===== config.mk =====
export PLATFORM = sky130hd
export DESIGN_NAME = flux_interval_to_bitcell_decoder
export DESIGN_NICKNAME = d
export VERILOG_FILES = /design/src/hdl/fitb_pkg.sv /design/src/hdl/flux_interval_to_bitcell_decoder.sv
export VERILOG_INCLUDE_DIRS = /design/src /design/src/hdl
export SDC_FILE = /design/constraint.sdc
export NUM_CORES = 1
export LEC_CHECK = 0
export BUFFER_PORTS_ARGS = -buffer_cell sky130_fd_sc_hd__clkbuf_2
export CAP_MARGIN = 20
export CORE_MARGIN = 1
export CORE_UTILIZATION = 40
export CTS_BUF_LIST = sky130_fd_sc_hd__clkbuf_8
export CTS_CLUSTER_DIAMETER = 150
export DETAILED_ROUTE_END_ITERATION = 10
export PLACE_DENSITY = 0.58
export SYNTH_ARGS = -nofsm -noshare
export SYNTH_HDL_FRONTEND = slang
export SYNTH_SLANG_ARGS = --single-unit
export TNS_END_PERCENT = 20

===== constraint.sdc =====
create_clock -name clk -period 7.8 [get_ports clk]
set_input_delay 0.39 -clock clk [delete_from_list [all_inputs] [get_ports clk]]
set_output_delay 0.39 -clock clk [all_outputs]
set_load 0.03 [all_outputs]

===== src/hdl/assert_macros.svh =====
// Concurrent assertion helpers, clocked on clk and disabled during rst.
`ifndef ASSERT_MACROS_SVH
`define ASSERT_MACROS_SVH

// Condition must hold at every clock edge outside reset.
`define ASSERT_ALWAYS(label, cond, msg) \
  label: assert property (@(posedge clk) disable iff (rst) (cond)) else $error(msg);

// Consequent must hold in the cycle after the antecedent.
`define ASSERT_NEXT(label, ante, cons, msg) \
  label: assert property (@(posedge clk) disable iff (rst) (ante) |=> (cons)) \
    else $error(msg);

`endif


===== src/hdl/fitb_pkg.sv =====
`timescale 1ns / 1ps

package fitb_pkg;

  localparam int COUNT_BITS = 24;

  localparam int TICK_BITS    = 8;
  localparam int PERIOD_BITS  = 16;
  localparam int TICKNS_BITS  = 8;
  localparam int FIELD_BITS   = 24;
  localparam int ELAPSED_BITS = 24;
  // Dividend and quotient carry one bit above the elapsed time.
  localparam int QUOT_BITS    = ELAPSED_BITS + 1;
  localparam int SUM_BITS     = ((COUNT_BITS > QUOT_BITS) ? COUNT_BITS : QUOT_BITS) + 1;
  localparam int COMP_BITS    = (COUNT_BITS > FIELD_BITS) ? COUNT_BITS : FIELD_BITS;

  localparam int MUL_STEPS = TICK_BITS;
  localparam int DIV_STEPS = QUOT_BITS;
  localparam int MUL_CNT_BITS = $clog2(MUL_STEPS);
  localparam int DIV_CNT_BITS = $clog2(DIV_STEPS);

  localparam int CFG_INDEX_BITS = 2;
  localparam int CFG_DATA_BITS  = 24;

  localparam logic [CFG_INDEX_BITS-1:0] REG_CLOCK_PERIOD = 2'd0;
  localparam logic [CFG_INDEX_BITS-1:0] REG_TICK_NS      = 2'd1;
  localparam logic [CFG_INDEX_BITS-1:0] REG_CELL_LIMIT   = 2'd2;

  localparam logic [PERIOD_BITS-1:0] CLOCK_PERIOD_RESET = 16'd2000;
  localparam logic [TICKNS_BITS-1:0] TICK_NS_RESET      = 8'd83;
  localparam logic [FIELD_BITS-1:0]  CELL_LIMIT_RESET   = 24'hFFFFFF;

  localparam logic [ELAPSED_BITS-1:0] ELAPSED_MAX = {ELAPSED_BITS{1'b1}};
  localparam logic [FIELD_BITS-1:0]   FIELD_MAX   = {FIELD_BITS{1'b1}};
  localparam logic [COUNT_BITS-1:0]   COUNT_MAX   = {COUNT_BITS{1'b1}};

endpackage


===== src/hdl/flux_interval_to_bitcell_decoder.sv =====
`timescale 1ns / 1ps
// A request that yields a cell passes a bit-serial multiply, a compare, a restoring divide
// and an update, which waits for a free output register before it registers the result.
// A merged interval returns to idle after the multiply and compare; a request on a stopped
// track is dropped in idle. New requests are taken only in idle, after the previous one ends.
// Reset (rst, synchronous): registers return to defaults, time, cell count and stop clear;
// no memory, so no clearing pass.
module flux_interval_to_bitcell_decoder (
  input  logic                                  clk,
  input  logic                                  rst,
  input  logic                                  in_valid,
  output logic                                  in_ready,
  input  logic [fitb_pkg::TICK_BITS-1:0]        interval_ticks,
  input  logic                                  new_track,
  output logic                                  out_valid,
  input  logic                                  out_ready,
  output logic [fitb_pkg::FIELD_BITS-1:0]       cell_index,
  output logic [fitb_pkg::FIELD_BITS-1:0]       gap_cells,
  output logic                                  overrun,
  input  logic                                  cfg_valid,
  output logic                                  cfg_ready,
  input  logic [fitb_pkg::CFG_INDEX_BITS-1:0]   cfg_index,
  input  logic [fitb_pkg::CFG_DATA_BITS-1:0]    cfg_data
);

  localparam logic [2:0] S_IDLE = 3'd0;
  localparam logic [2:0] S_MUL  = 3'd1;
  localparam logic [2:0] S_CHK  = 3'd2;
  localparam logic [2:0] S_DIV  = 3'd3;
  localparam logic [2:0] S_FIN  = 3'd4;

  logic [2:0] state;

  logic [fitb_pkg::PERIOD_BITS-1:0]  cell_period;
  logic [fitb_pkg::TICKNS_BITS-1:0]  tick_ns;
  logic [fitb_pkg::FIELD_BITS-1:0]   cell_limit;

  logic [fitb_pkg::ELAPSED_BITS-1:0] elapsed;
  logic [fitb_pkg::COUNT_BITS-1:0]   cell_count;
  logic                              stopped;

  logic [fitb_pkg::QUOT_BITS-1:0]    acc;
  logic [fitb_pkg::TICK_BITS-1:0]    mplier;
  logic [fitb_pkg::PERIOD_BITS-1:0]  mcand;
  logic [fitb_pkg::MUL_CNT_BITS-1:0] mul_cnt;
  logic [fitb_pkg::QUOT_BITS-1:0]    dq;
  logic [fitb_pkg::PERIOD_BITS-1:0]  rem;
  logic [fitb_pkg::DIV_CNT_BITS-1:0] div_cnt;

  logic [fitb_pkg::PERIOD_BITS-1:0]  period_eff;
  logic [fitb_pkg::PERIOD_BITS+1:0]  thr_wide;
  logic [fitb_pkg::PERIOD_BITS-1:0]  threshold;
  logic [fitb_pkg::ELAPSED_BITS-1:0] elapsed_sat;
  logic                              merge;
  logic [fitb_pkg::QUOT_BITS-1:0]    dividend;
  logic [fitb_pkg::PERIOD_BITS:0]    rem_shift;
  logic                              rem_ge;
  logic [fitb_pkg::PERIOD_BITS-1:0]  rem_next;
  logic [fitb_pkg::SUM_BITS-1:0]     sum;
  logic [fitb_pkg::COUNT_BITS-1:0]   count_next;
  logic                              hit;
  logic                              out_free;
  logic                              in_take;

  assign in_ready  = (state == S_IDLE);
  assign cfg_ready = 1'b1;
  assign in_take   = in_valid && in_ready;
  assign out_free  = !out_valid || out_ready;

  always_comb begin
    period_eff  = (cell_period == '0) ? fitb_pkg::PERIOD_BITS'(1) : cell_period;
    // 3 * period / 4, truncated
    thr_wide    = {2'b00, period_eff} + {1'b0, period_eff, 1'b0};
    threshold   = thr_wide[fitb_pkg::PERIOD_BITS+1:2];
    elapsed_sat = acc[fitb_pkg::QUOT_BITS-1] ? fitb_pkg::ELAPSED_MAX
                                             : acc[fitb_pkg::ELAPSED_BITS-1:0];
    merge       = elapsed_sat < fitb_pkg::ELAPSED_BITS'(threshold);
    dividend    = {1'b0, elapsed_sat}
                + fitb_pkg::QUOT_BITS'(period_eff[fitb_pkg::PERIOD_BITS-1:1]);
    rem_shift   = {rem, dq[fitb_pkg::QUOT_BITS-1]};
    rem_ge      = rem_shift >= {1'b0, period_eff};
    rem_next    = rem_ge ? fitb_pkg::PERIOD_BITS'(rem_shift - {1'b0, period_eff})
                         : rem_shift[fitb_pkg::PERIOD_BITS-1:0];
    sum         = fitb_pkg::SUM_BITS'(cell_count) + fitb_pkg::SUM_BITS'(dq);
    count_next  = (sum > fitb_pkg::SUM_BITS'(fitb_pkg::COUNT_MAX)) ? fitb_pkg::COUNT_MAX
                : sum[fitb_pkg::COUNT_BITS-1:0];
    hit         = fitb_pkg::COMP_BITS'(count_next) >= fitb_pkg::COMP_BITS'(cell_limit);
  end

  always_ff @(posedge clk) begin
    if (rst) begin
      state        <= S_IDLE;
      cell_period  <= fitb_pkg::CLOCK_PERIOD_RESET;
      tick_ns      <= fitb_pkg::TICK_NS_RESET;
      cell_limit   <= fitb_pkg::CELL_LIMIT_RESET;
      elapsed      <= '0;
      cell_count   <= '0;
      stopped      <= 1'b0;
      out_valid    <= 1'b0;
    end else begin
      if (cfg_valid && cfg_ready) begin
        unique case (cfg_index)
          fitb_pkg::REG_CLOCK_PERIOD: cell_period  <= cfg_data[fitb_pkg::PERIOD_BITS-1:0];
          fitb_pkg::REG_TICK_NS:      tick_ns      <= cfg_data[fitb_pkg::TICKNS_BITS-1:0];
          fitb_pkg::REG_CELL_LIMIT:   cell_limit   <= cfg_data[fitb_pkg::FIELD_BITS-1:0];
          default: ;
        endcase
      end

      if (out_ready && (state != S_FIN)) begin
        out_valid <= 1'b0;
      end

      unique case (state)
        S_IDLE: begin
          if (in_take) begin
            if (new_track) begin
              elapsed    <= '0;
              cell_count <= '0;
              stopped    <= 1'b0;
            end
            // drop the request when the track is stopped and no new track starts
            if (new_track || !stopped) begin
              acc     <= new_track ? '0 : {1'b0, elapsed};
              mplier  <= interval_ticks;
              mcand   <= fitb_pkg::PERIOD_BITS'(tick_ns);
              mul_cnt <= '0;
              state   <= S_MUL;
            end
          end
        end
        S_MUL: begin
          if (mplier[0]) begin
            acc <= acc + fitb_pkg::QUOT_BITS'(mcand);
          end
          mcand  <= {mcand[fitb_pkg::PERIOD_BITS-2:0], 1'b0};
          mplier <= {1'b0, mplier[fitb_pkg::TICK_BITS-1:1]};
          if (mul_cnt == fitb_pkg::MUL_CNT_BITS'(fitb_pkg::MUL_STEPS - 1)) begin
            state <= S_CHK;
          end else begin
            mul_cnt <= mul_cnt + 1'b1;
          end
        end
        S_CHK: begin
          if (merge) begin
            elapsed <= elapsed_sat;
            state   <= S_IDLE;
          end else begin
            dq      <= dividend;
            rem     <= '0;
            div_cnt <= '0;
            state   <= S_DIV;
          end
        end
        S_DIV: begin
          rem <= rem_next;
          dq  <= {dq[fitb_pkg::QUOT_BITS-2:0], rem_ge};
          if (div_cnt == fitb_pkg::DIV_CNT_BITS'(fitb_pkg::DIV_STEPS - 1)) begin
            state <= S_FIN;
          end else begin
            div_cnt <= div_cnt + 1'b1;
          end
        end
        S_FIN: begin
          // hold until the output register is free
          if (out_free) begin
            cell_count <= count_next;
            elapsed    <= '0;
            stopped    <= hit;
            out_valid  <= 1'b1;
            cell_index <= hit ? '0 : fitb_pkg::FIELD_BITS'(count_next);
            gap_cells  <= dq[fitb_pkg::QUOT_BITS-1] ? fitb_pkg::FIELD_MAX
                                                    : dq[fitb_pkg::FIELD_BITS-1:0];
            overrun    <= hit;
            state      <= S_IDLE;
          end
        end
        default: state <= S_IDLE;
      endcase
    end
  end

`include "assert_macros.svh"

  `ASSERT_ALWAYS(a_rem_below_period, (state != S_DIV) || (rem < period_eff), "remainder not below period")
  `ASSERT_ALWAYS(a_stop_clears_time, !stopped || (elapsed == '0), "stopped track holds time")
  `ASSERT_ALWAYS(a_overrun_index, !(out_valid && overrun) || (cell_index == '0), "overrun with index")
  `ASSERT_NEXT(a_stopped_drop, in_take && stopped && !new_track, state == S_IDLE, "stopped request not dropped")

endmodule


==> results.tsv, run 1 <==
metric	value	unit
numPortBuffers	90	
start_kind	register	
grt_antenna_before_repair	0	
finClkSkew	0.0186	ns
avgSynthCellArea	9.35	um2
drv_cap	0	
synth_fp_nets	1786	
drive_gt1_frac	0.123	
setup_viol	0	
critPathTopFamily	compound AO/OA/AOI/OAI gates	
tightestPinTransition	0.902	ns
grt_overflow	0	
pre_cts_slack	1.99	ns
wl_per_cell	17.4	um
setup_ws	1.94	ns
pwr-share-seq	0.453	
synthArstFlopShare	0	
root_buffer	clkbuf_8	
switchingPower	0.890	mW
critPathKind	register to register	
cts_tree	yes	
antennaDiodeCount	0	
drt_iter0_drc	723	
dp_hpwl	28900	um
yosysWarnings	0	
grt.total_usage	0.204	
ys_seq_elements	248	
power_density	192	nW/um2
row_count	70	
maxSlewViolCount	0	
cpPeakStageDelay	0.58	ns
vias	11600	
syn_area	15000	um2
synth_seq_area_share	0.429	
fp.coreArea	36800	um2
p_comb_frac	0.153	
ff_latch_area	6440	um2
relSlewSlack	0.399	
first_global_vias	11400	
fmax	0.171	GHz
numCtsBuffers	46	
p_int	2.37	mW
synth-edff-count	147	
nNetsFinal	1883	
postCtsSetupBuffers	0	
syn_inst	1605	
clock_latency	0.60	ns
ir_worst_vdd	0.199	mV
slowest_stage	o31a_1	
rsz0062_at_grt	false	
synth_flop_cell	edfxtp_1	
via_per_inst	5.27	
antenna_left	0	
grt_first_pass_wirelength	61500	um
path_clk_slew	0.06	ns
path_buf_inv	2	
multiInputGateArea	7920	um2
fin_crit_sh	0.751	
clockBufferDepth	3	
total_power	3.26	mW
htreeDepth	2	
power_frac_clock	0.394	
status	complete, no violations	
cp.arrival	6.35	ns
drt-total-wl	38500	um
die_y	196	um
start_util	0.408	
n_fill_cell	3581	
die_w	196	um
synth_cell_type_count	69	
switching_share	0.273	
min_period	5.86	ns
finalHoldViolations	0	
drtPass1Iterations	5	
area_growth	13.2	%
crit_top_cell	a21o_1	
grt_start_max_net_pins	65	
crit_required	8.29	ns
pin_count	92	
drc	0	
clock_sinks	248	
worst_hold_path_type	input port to register	
power.leakage	7.36	nW
critPathCaptureType	register	
cp_max_fo	24	
r2r_slack	1.94	ns
die-area	38300	um2
final.setup.tns	0	ns
gp_congestion	0.872	
path summary, 6_finish.rpt:
kind                                                   start                     endpoint  cells past startpoint
worst max-delay path            cell_period[14]$_SDFFE_PP0P_     elapsed[17]$_SDFFE_PP0P_                     26
worst min-delay path                            cfg_data[15]  cell_limit[15]$_SDFFE_PP1P_                      2
worst max register to register  cell_period[14]$_SDFFE_PP0P_     elapsed[17]$_SDFFE_PP0P_                     26
worst min register to register      elapsed[17]$_SDFFE_PP0P_     elapsed[17]$_SDFFE_PP0P_                      1
registers in the layout, indices dropped and copies added (netlist names), 8 cells and up:
name	flops
tick_ns	8
cell_period	16
rem	16
acc	25
gap_cells	24
cell_index	24
dq	25
mplier	8
mcand	16
elapsed	24
cell_count	24
cell_limit	24
cell usage in the layout, fill, tap and decap left out, types with 13 or more instances in the layout:
master | netlist | final
nand2_1 | 188 | 187
edfxtp_1 | 147 | 147
ha_1 | 136 | 136
nor2_1 | 133 | 133
inv_1 | 112 | 126
a21oi_1 | 115 | 114
dfxtp_1 | 101 | 101
clkbuf_2 | 0 | 90
o21ai_0 | 85 | 85
clkbuf_8 | 0 | 53
xnor2_1 | 42 | 42
a21o_1 | 41 | 41
xor2_1 | 39 | 39
or2_2 | 34 | 34
a211o_1 | 31 | 31
nand3b_1 | 27 | 27
nand3_1 | 26 | 26
and3_1 | 22 | 22
and2_1 | 22 | 22
nor3_1 | 21 | 21
nand4_1 | 16 | 16
o2bb2ai_1 | 16 | 16
nand2b_1 | 15 | 15
a211oi_1 | 14 | 14
a22o_1 | 14 | 14
dlygate4sd3_1 | 0 | 13
cell usage after synthesis (10+ instances only):
library cell    n  share of area
a31oi_1        10         0.0042
edfxtp_1      147           0.29
dfxtp_1       101           0.13
nand4_1        16         0.0067
a211oi_1       14         0.0070
a22o_1         14         0.0082
nor2b_1        11         0.0046
nand3_1        26         0.0087
a21o_1         41          0.021
o2bb2ai_1      16         0.0093
mux2i_1        10         0.0067
nor2_1        133          0.033
nand2_1       188          0.047
nand3b_1       27          0.014
clkbuf_1       56          0.014
a21oi_1       115          0.038
o21ai_0        85          0.028
a211o_1        31          0.018
or2_2          34          0.014
xnor2_1        42          0.025
ha_1          136           0.11
xor2_1         39          0.023
o21bai_1       12         0.0060
nand2b_1       15         0.0063
and3_1         22         0.0092
o21a_1         10         0.0050
and2_1         22         0.0092
inv_1         112          0.028
nor3_1         21         0.0070
area by class of cell:
type / instances / area share
sequential: 248 / 0.379
multi-input combinational: 1178 / 0.466
inverter: 112 / 0.0248
timing repair buffer: 116 / 0.0404
clock buffer: 53 / 0.0429
tap: 468 / 0.0345
clock inverter: 33 / 0.0125
power by group through the flow:
stage / clock (mW) / sequential (mW) / combinational [mW]
2_1_floorplan: 0 / 1.49 / 0.377
3_3_place_gp: 0 / 1.50 / 0.487
3_5_place_dp: 0 / 1.50 / 0.491
4_1_cts: 1.32 / 1.47 / 0.500
5_1_grt: 1.38 / 1.48 / 0.566
6_report: 1.28 / 1.47 / 0.499
kinds of logic after synthesis:
group,Yosys count,synth area share
mux,10,0.00667
fa+ha+maj,141,0.120
compound gates,403,0.176
other cells,1,0.000250
buf+inv,179,0.0466
xor+xnor,81,0.0473
flops,248,0.429
simple gates,542,0.174
routing by layer:
metal,wire [um],track usage
met1,18500,0.278
met2,17500,0.327
met3,1420,0.0303
met4,1110,0.0813
met5,0,0
worst register-to-register path: stages, from the launching register on:
cell and delay (ns):
dfxtp_1 0.33, inv_1 0.09, ha_1 0.16, nand4_1 0.11, nor2_1 0.11, nand3_1 0.39, nand2_1 0.26, inv_1 0.15
fa_1 0.47, a21o_1 0.20, a21oi_1 0.24, o21bai_1 0.12, a21boi_0 0.26, nor2_1 0.12, a21o_1 0.19, a21oi_1 0.16
xor2_1 0.18, ha_1 0.27, a21o_1 0.17, a21o_1 0.17, a21o_1 0.17, a21o_1 0.17, a21oi_1 0.13, o22a_1 0.16
nand2_1 0.09, o31a_1 0.58, and2_1 0.30
metrics by stage:
stage / std cells / hold slack, ns / util / cell area [um2]
after floorplan: 1605 / 0.421 / - / 15000
after global placement: 2108 / 0.434 / 0.432 / 15900
after detailed placement: 2108 / 0.439 / 0.432 / 15900
after CTS: 2207 / 0.00345 / 0.461 / 17000
after global routing: 2208 / 0.0428 / 0.462 / 17000
final: 2208 / 0.0546 / 0.462 / 17000
repair_timing:
action	in CTS	in global routing
endpoints found under the hold margin	14	0
gates resized for setup	0	0
hold buffers	13	0
(Power assumes the default switching activity.)
==> inputs of run 2 (changes only) <==
- ABC_AREA: default -> 1
- clock period: 7.8 -> 5.45 ns (I/O delays scaled with it)
==> run 2 against run 1 <==
Compared with the run above:
- power is 110% higher
- largest power group is now combinational cells
- clock skew rose by 0.019 ns
- global-route usage rose by 2.2 points
- utilization grew 0.51 points
- routed wire length rose by 19%
- final cell count rose by 24%
- highest routed layer unchanged
- synthesized area is 6.5% higher
- clock-buffer cell count shrank 8
- critical path depth grew 1
- clock power up 39%
- sequential cell count is the same
- synthesized cell count grew 29%
==> results.tsv, run 2 <==
metric	value	unit	change
gp_congestion	0.970		was 0.872
switching_share	0.395		was 0.273
netlist.area_leader.share	0.276		was 0.294
grt_overflow	0		unchanged
synthArstFlopShare	0		unchanged
vias	14200		was 11600
fin_util	0.467		was 0.462
grt.total_usage	0.226		was 0.204
crit_required	5.95	ns	was 8.29 ns
syn_area	16000	um2	was 15000 um2
root_buffer	clkbuf_8		unchanged
antennaDiodeCount	0		unchanged
fmax	0.204	GHz	was 0.171 GHz
worstReg2RegEnd	elapsed[2]$_SDFFE_PP0P_		was elapsed[17]$_SDFFE_PP0P_
avgSynthCellArea	7.72	um2	was 9.35 um2
start_kind	register		unchanged
finalHoldViolations	0		unchanged
relSlewSlack	0.396		was 0.399
switchingPower	2.73	mW	was 0.890 mW
yosysMostFrequentCell	nand2_1		unchanged
grt_start_max_net_pins	75		was 65
final.setup.tns	0	ns	unchanged
yosysTopAreaCell	edfxtp_1		unchanged
numCtsBuffers	44		was 46
area_growth	14.0	%	was 13.2%
clockBufferDepth	3		unchanged
cp.arrival	5.40	ns	was 6.35 ns
first_global_vias	14000		was 11400
path_clk_slew	0.06	ns	about the same
rr_worst_depth	27		was 26
rsz0062_at_grt	false		unchanged
htreeDepth	2		unchanged
wl_per_cell	16.7	um	was 17.4 um
worst_hold_path_type	input port to register		unchanged
numPortBuffers	90		unchanged
start_util	0.410		was 0.408
pwr-share-seq	0.363		was 0.453
final_common_cell	nand2_1		unchanged
min_from	new_track		was cfg_data[15]
clock_sinks	248		unchanged
synth_seq_area_share	0.403		was 0.429
clock_latency	0.62	ns	was 0.60 ns
reg2reg_from	cell_period[6]$_SDFFE_PP1P_		was cell_period[14]$_SDFFE_PP0P_
p_int	4.17	mW	was 2.37 mW
cp_max_fo	24		unchanged
fp.coreArea	39000	um2	was 36800 um2
dp_hpwl	35300	um	was 28900 um
final_cell_mix	nand2_1 (545), inv_1 (229), a21oi_1 (178)		was nand2_1 (187), edfxtp_1 (147), ha_1 (136)
whs_endpoint	acc[19]$_DFFE_PP_		was cell_limit[15]$_SDFFE_PP1P_
synthTopCellsByArea	edfxtp_1 (28%), nand2_1 (13%), dfxtp_1 (13%)		was edfxtp_1 (29%), dfxtp_1 (13%), ha_1 (11%)
maxSlewViolCount	0		unchanged
die_w	202	um	was 196 um
p_comb_frac	0.379		was 0.153
pin_count	92		unchanged
power_frac_clock	0.259		was 0.394
antenna_left	0		unchanged
drt_iter0_drc	945		was 723
finClkSkew	0.0375	ns	was 0.0186 ns
total_power	6.90	mW	was 3.26 mW
grt_antenna_before_repair	0		unchanged
die_y	202	um	was 196 um
cts_tree	yes		unchanged
critPathKind	register to register		unchanged
synth_fp_nets	2250		was 1786
synth_flop_cell	edfxtp_1		unchanged
synth_cell_type_count	46		was 69
tightestPinTransition	0.906	ns	was 0.902 ns
syn_inst	2069		was 1605
whs	0.0819	ns	was 0.0546 ns
drive_gt1_frac	0.106		was 0.123
nNetsFinal	2376		was 1883
ir_worst_vdd	0.256	mV	was 0.199 mV
ys_seq_elements	248		unchanged
reg.largest.list	acc: 25 flops, dq: 25 flops		unchanged
setup_viol	0		unchanged
r2r_slack	0.55	ns	was 1.94 ns
min_period	4.90	ns	was 5.86 ns
fin_crit_sh	0.899		was 0.751
drc	0		unchanged
power_density	379	nW/um2	was 192 nW/um2
die-area	40800	um2	was 38300 um2
grt_first_pass_wirelength	72900	um	was 61500 um
synth-edff-count	147		unchanged
synth_common_cells	nand2_1 (545), inv_1 (219), a21oi_1 (178), nor2_1 (163), edfxtp_1 (147)		was nand2_1 (188), edfxtp_1 (147), ha_1 (136), nor2_1 (133), a21oi_1 (115)
n_fill_cell	3920		was 3581
critPathCaptureType	register		unchanged
holdPathStages	2		unchanged
via_per_inst	5.16		was 5.27
yosysWarnings	0		unchanged
status	complete, no violations		unchanged
drt-total-wl	45900	um	was 38500 um
drv_cap	0		unchanged
row_count	72		was 70
power.leakage	8.37	nW	was 7.36 nW
drtPass1Iterations	5		unchanged
## run 2: stage by stage
stage | setup slack [ns] | instances | area (um2)
floorplan | 0.507 | 2069 | 16000
global placement | 0.571 | 2632 | 17000
detailed placement | 0.351 | 2632 | 17000
CTS | 0.314 | 2744 | 18200
global route | 0.0394 | 2746 | 18200
finish | 0.548 | 2746 | 18200
## run 2: area by class of cell
type                       count  area, um2  area share
multi-input combinational   1532       8470       0.465
sequential                   248       6440       0.353
timing repair buffer         141        920      0.0505
inverter                     228        856      0.0470
tap                          518        648      0.0356
clock buffer                  45        619      0.0340
clock inverter                34        262      0.0144
## run 2: worst max path at each step
stage | slack, ns | to | cells after the start | start
after detailed placement | 0.35 | div_cnt[1]$_SDFFCE_PN0P_ | 25 | cell_period[6]$_SDFFE_PP1P_
after global placement | 0.57 | rem[9]$_SDFFCE_PN0P_ | 26 | cell_period[6]$_SDFFE_PP1P_
after CTS | 0.31 | div_cnt[3]$_SDFFCE_PN0P_ | 25 | cell_period[6]$_SDFFE_PP1P_
final | 0.55 | elapsed[2]$_SDFFE_PP0P_ | 27 | cell_period[6]$_SDFFE_PP1P_
after floorplan | 0.51 | dq[0]$_DFFE_PP_ | 25 | cell_period[6]$_SDFFE_PP1P_
after global routing | 0.04 | elapsed[5]$_SDFFE_PP0P_ | 27 | cell_period[6]$_SDFFE_PP1P_
## run 2: cells by family (layout without fill, tap and decap cells)
logic type      Yosys count  in the layout  share of synthesized area
flops                   248            248                      0.403
buf+inv                 289            448                     0.0699
simple gates            951            951                      0.251
other cells               1              1                   0.000235
fa+ha+maj               141            141                      0.113
xor+xnor                 58             58                     0.0318
compound gates          381            381                      0.131
## run 2: critical path: stages, from the launching register on
cell      delay, ns
dfxtp_1        0.33
inv_1          0.08
ha_1           0.16
nand2_1        0.06
nor4_1         0.23
nand4_1        0.17
buf_4          0.22
nand2_1        0.11
inv_1          0.12
ha_1           0.30
nand2_1        0.04
o21ai_0        0.34
a21boi_0       0.25
o21ai_0        0.40
nand3_1        0.12
nand2_1        0.09
xor2_1         0.06
ha_1           0.28
nand2_1        0.05
inv_1          0.06
nand3_1        0.08
nor3_1         0.16
nand2_1        0.08
nand2_1        0.13
nand2_1        0.14
nand2_2        0.42
nand2_1        0.12
a21oi_1        0.16
## run 2: layer usage
metal  wire length, um  up-vias  track usage
met5                 0        -            0
met4              2000        0        0.112
met3              2090      100       0.0287
met2             21100      380        0.370
met1             20800     6511        0.295
li1                  -     7183            -
## run 2: power by group through the flow
stage	Clock, mW	Combinational, mW	Sequential (mW)
finish	1.78	2.61	2.50
global route	1.91	2.98	2.52
CTS	1.84	2.61	2.50
detailed placement	0	2.58	2.54
global placement	0	2.55	2.53
floorplan	0	1.92	2.46
## run 2: what timing repair did
item | CTS | global route
endpoints found under the hold margin | 41 | 0
hold buffers | 33 | 0
resized for setup | 0 | 2
setup endpoints to repair | 0 | 46
buffers inserted | 0 | 2
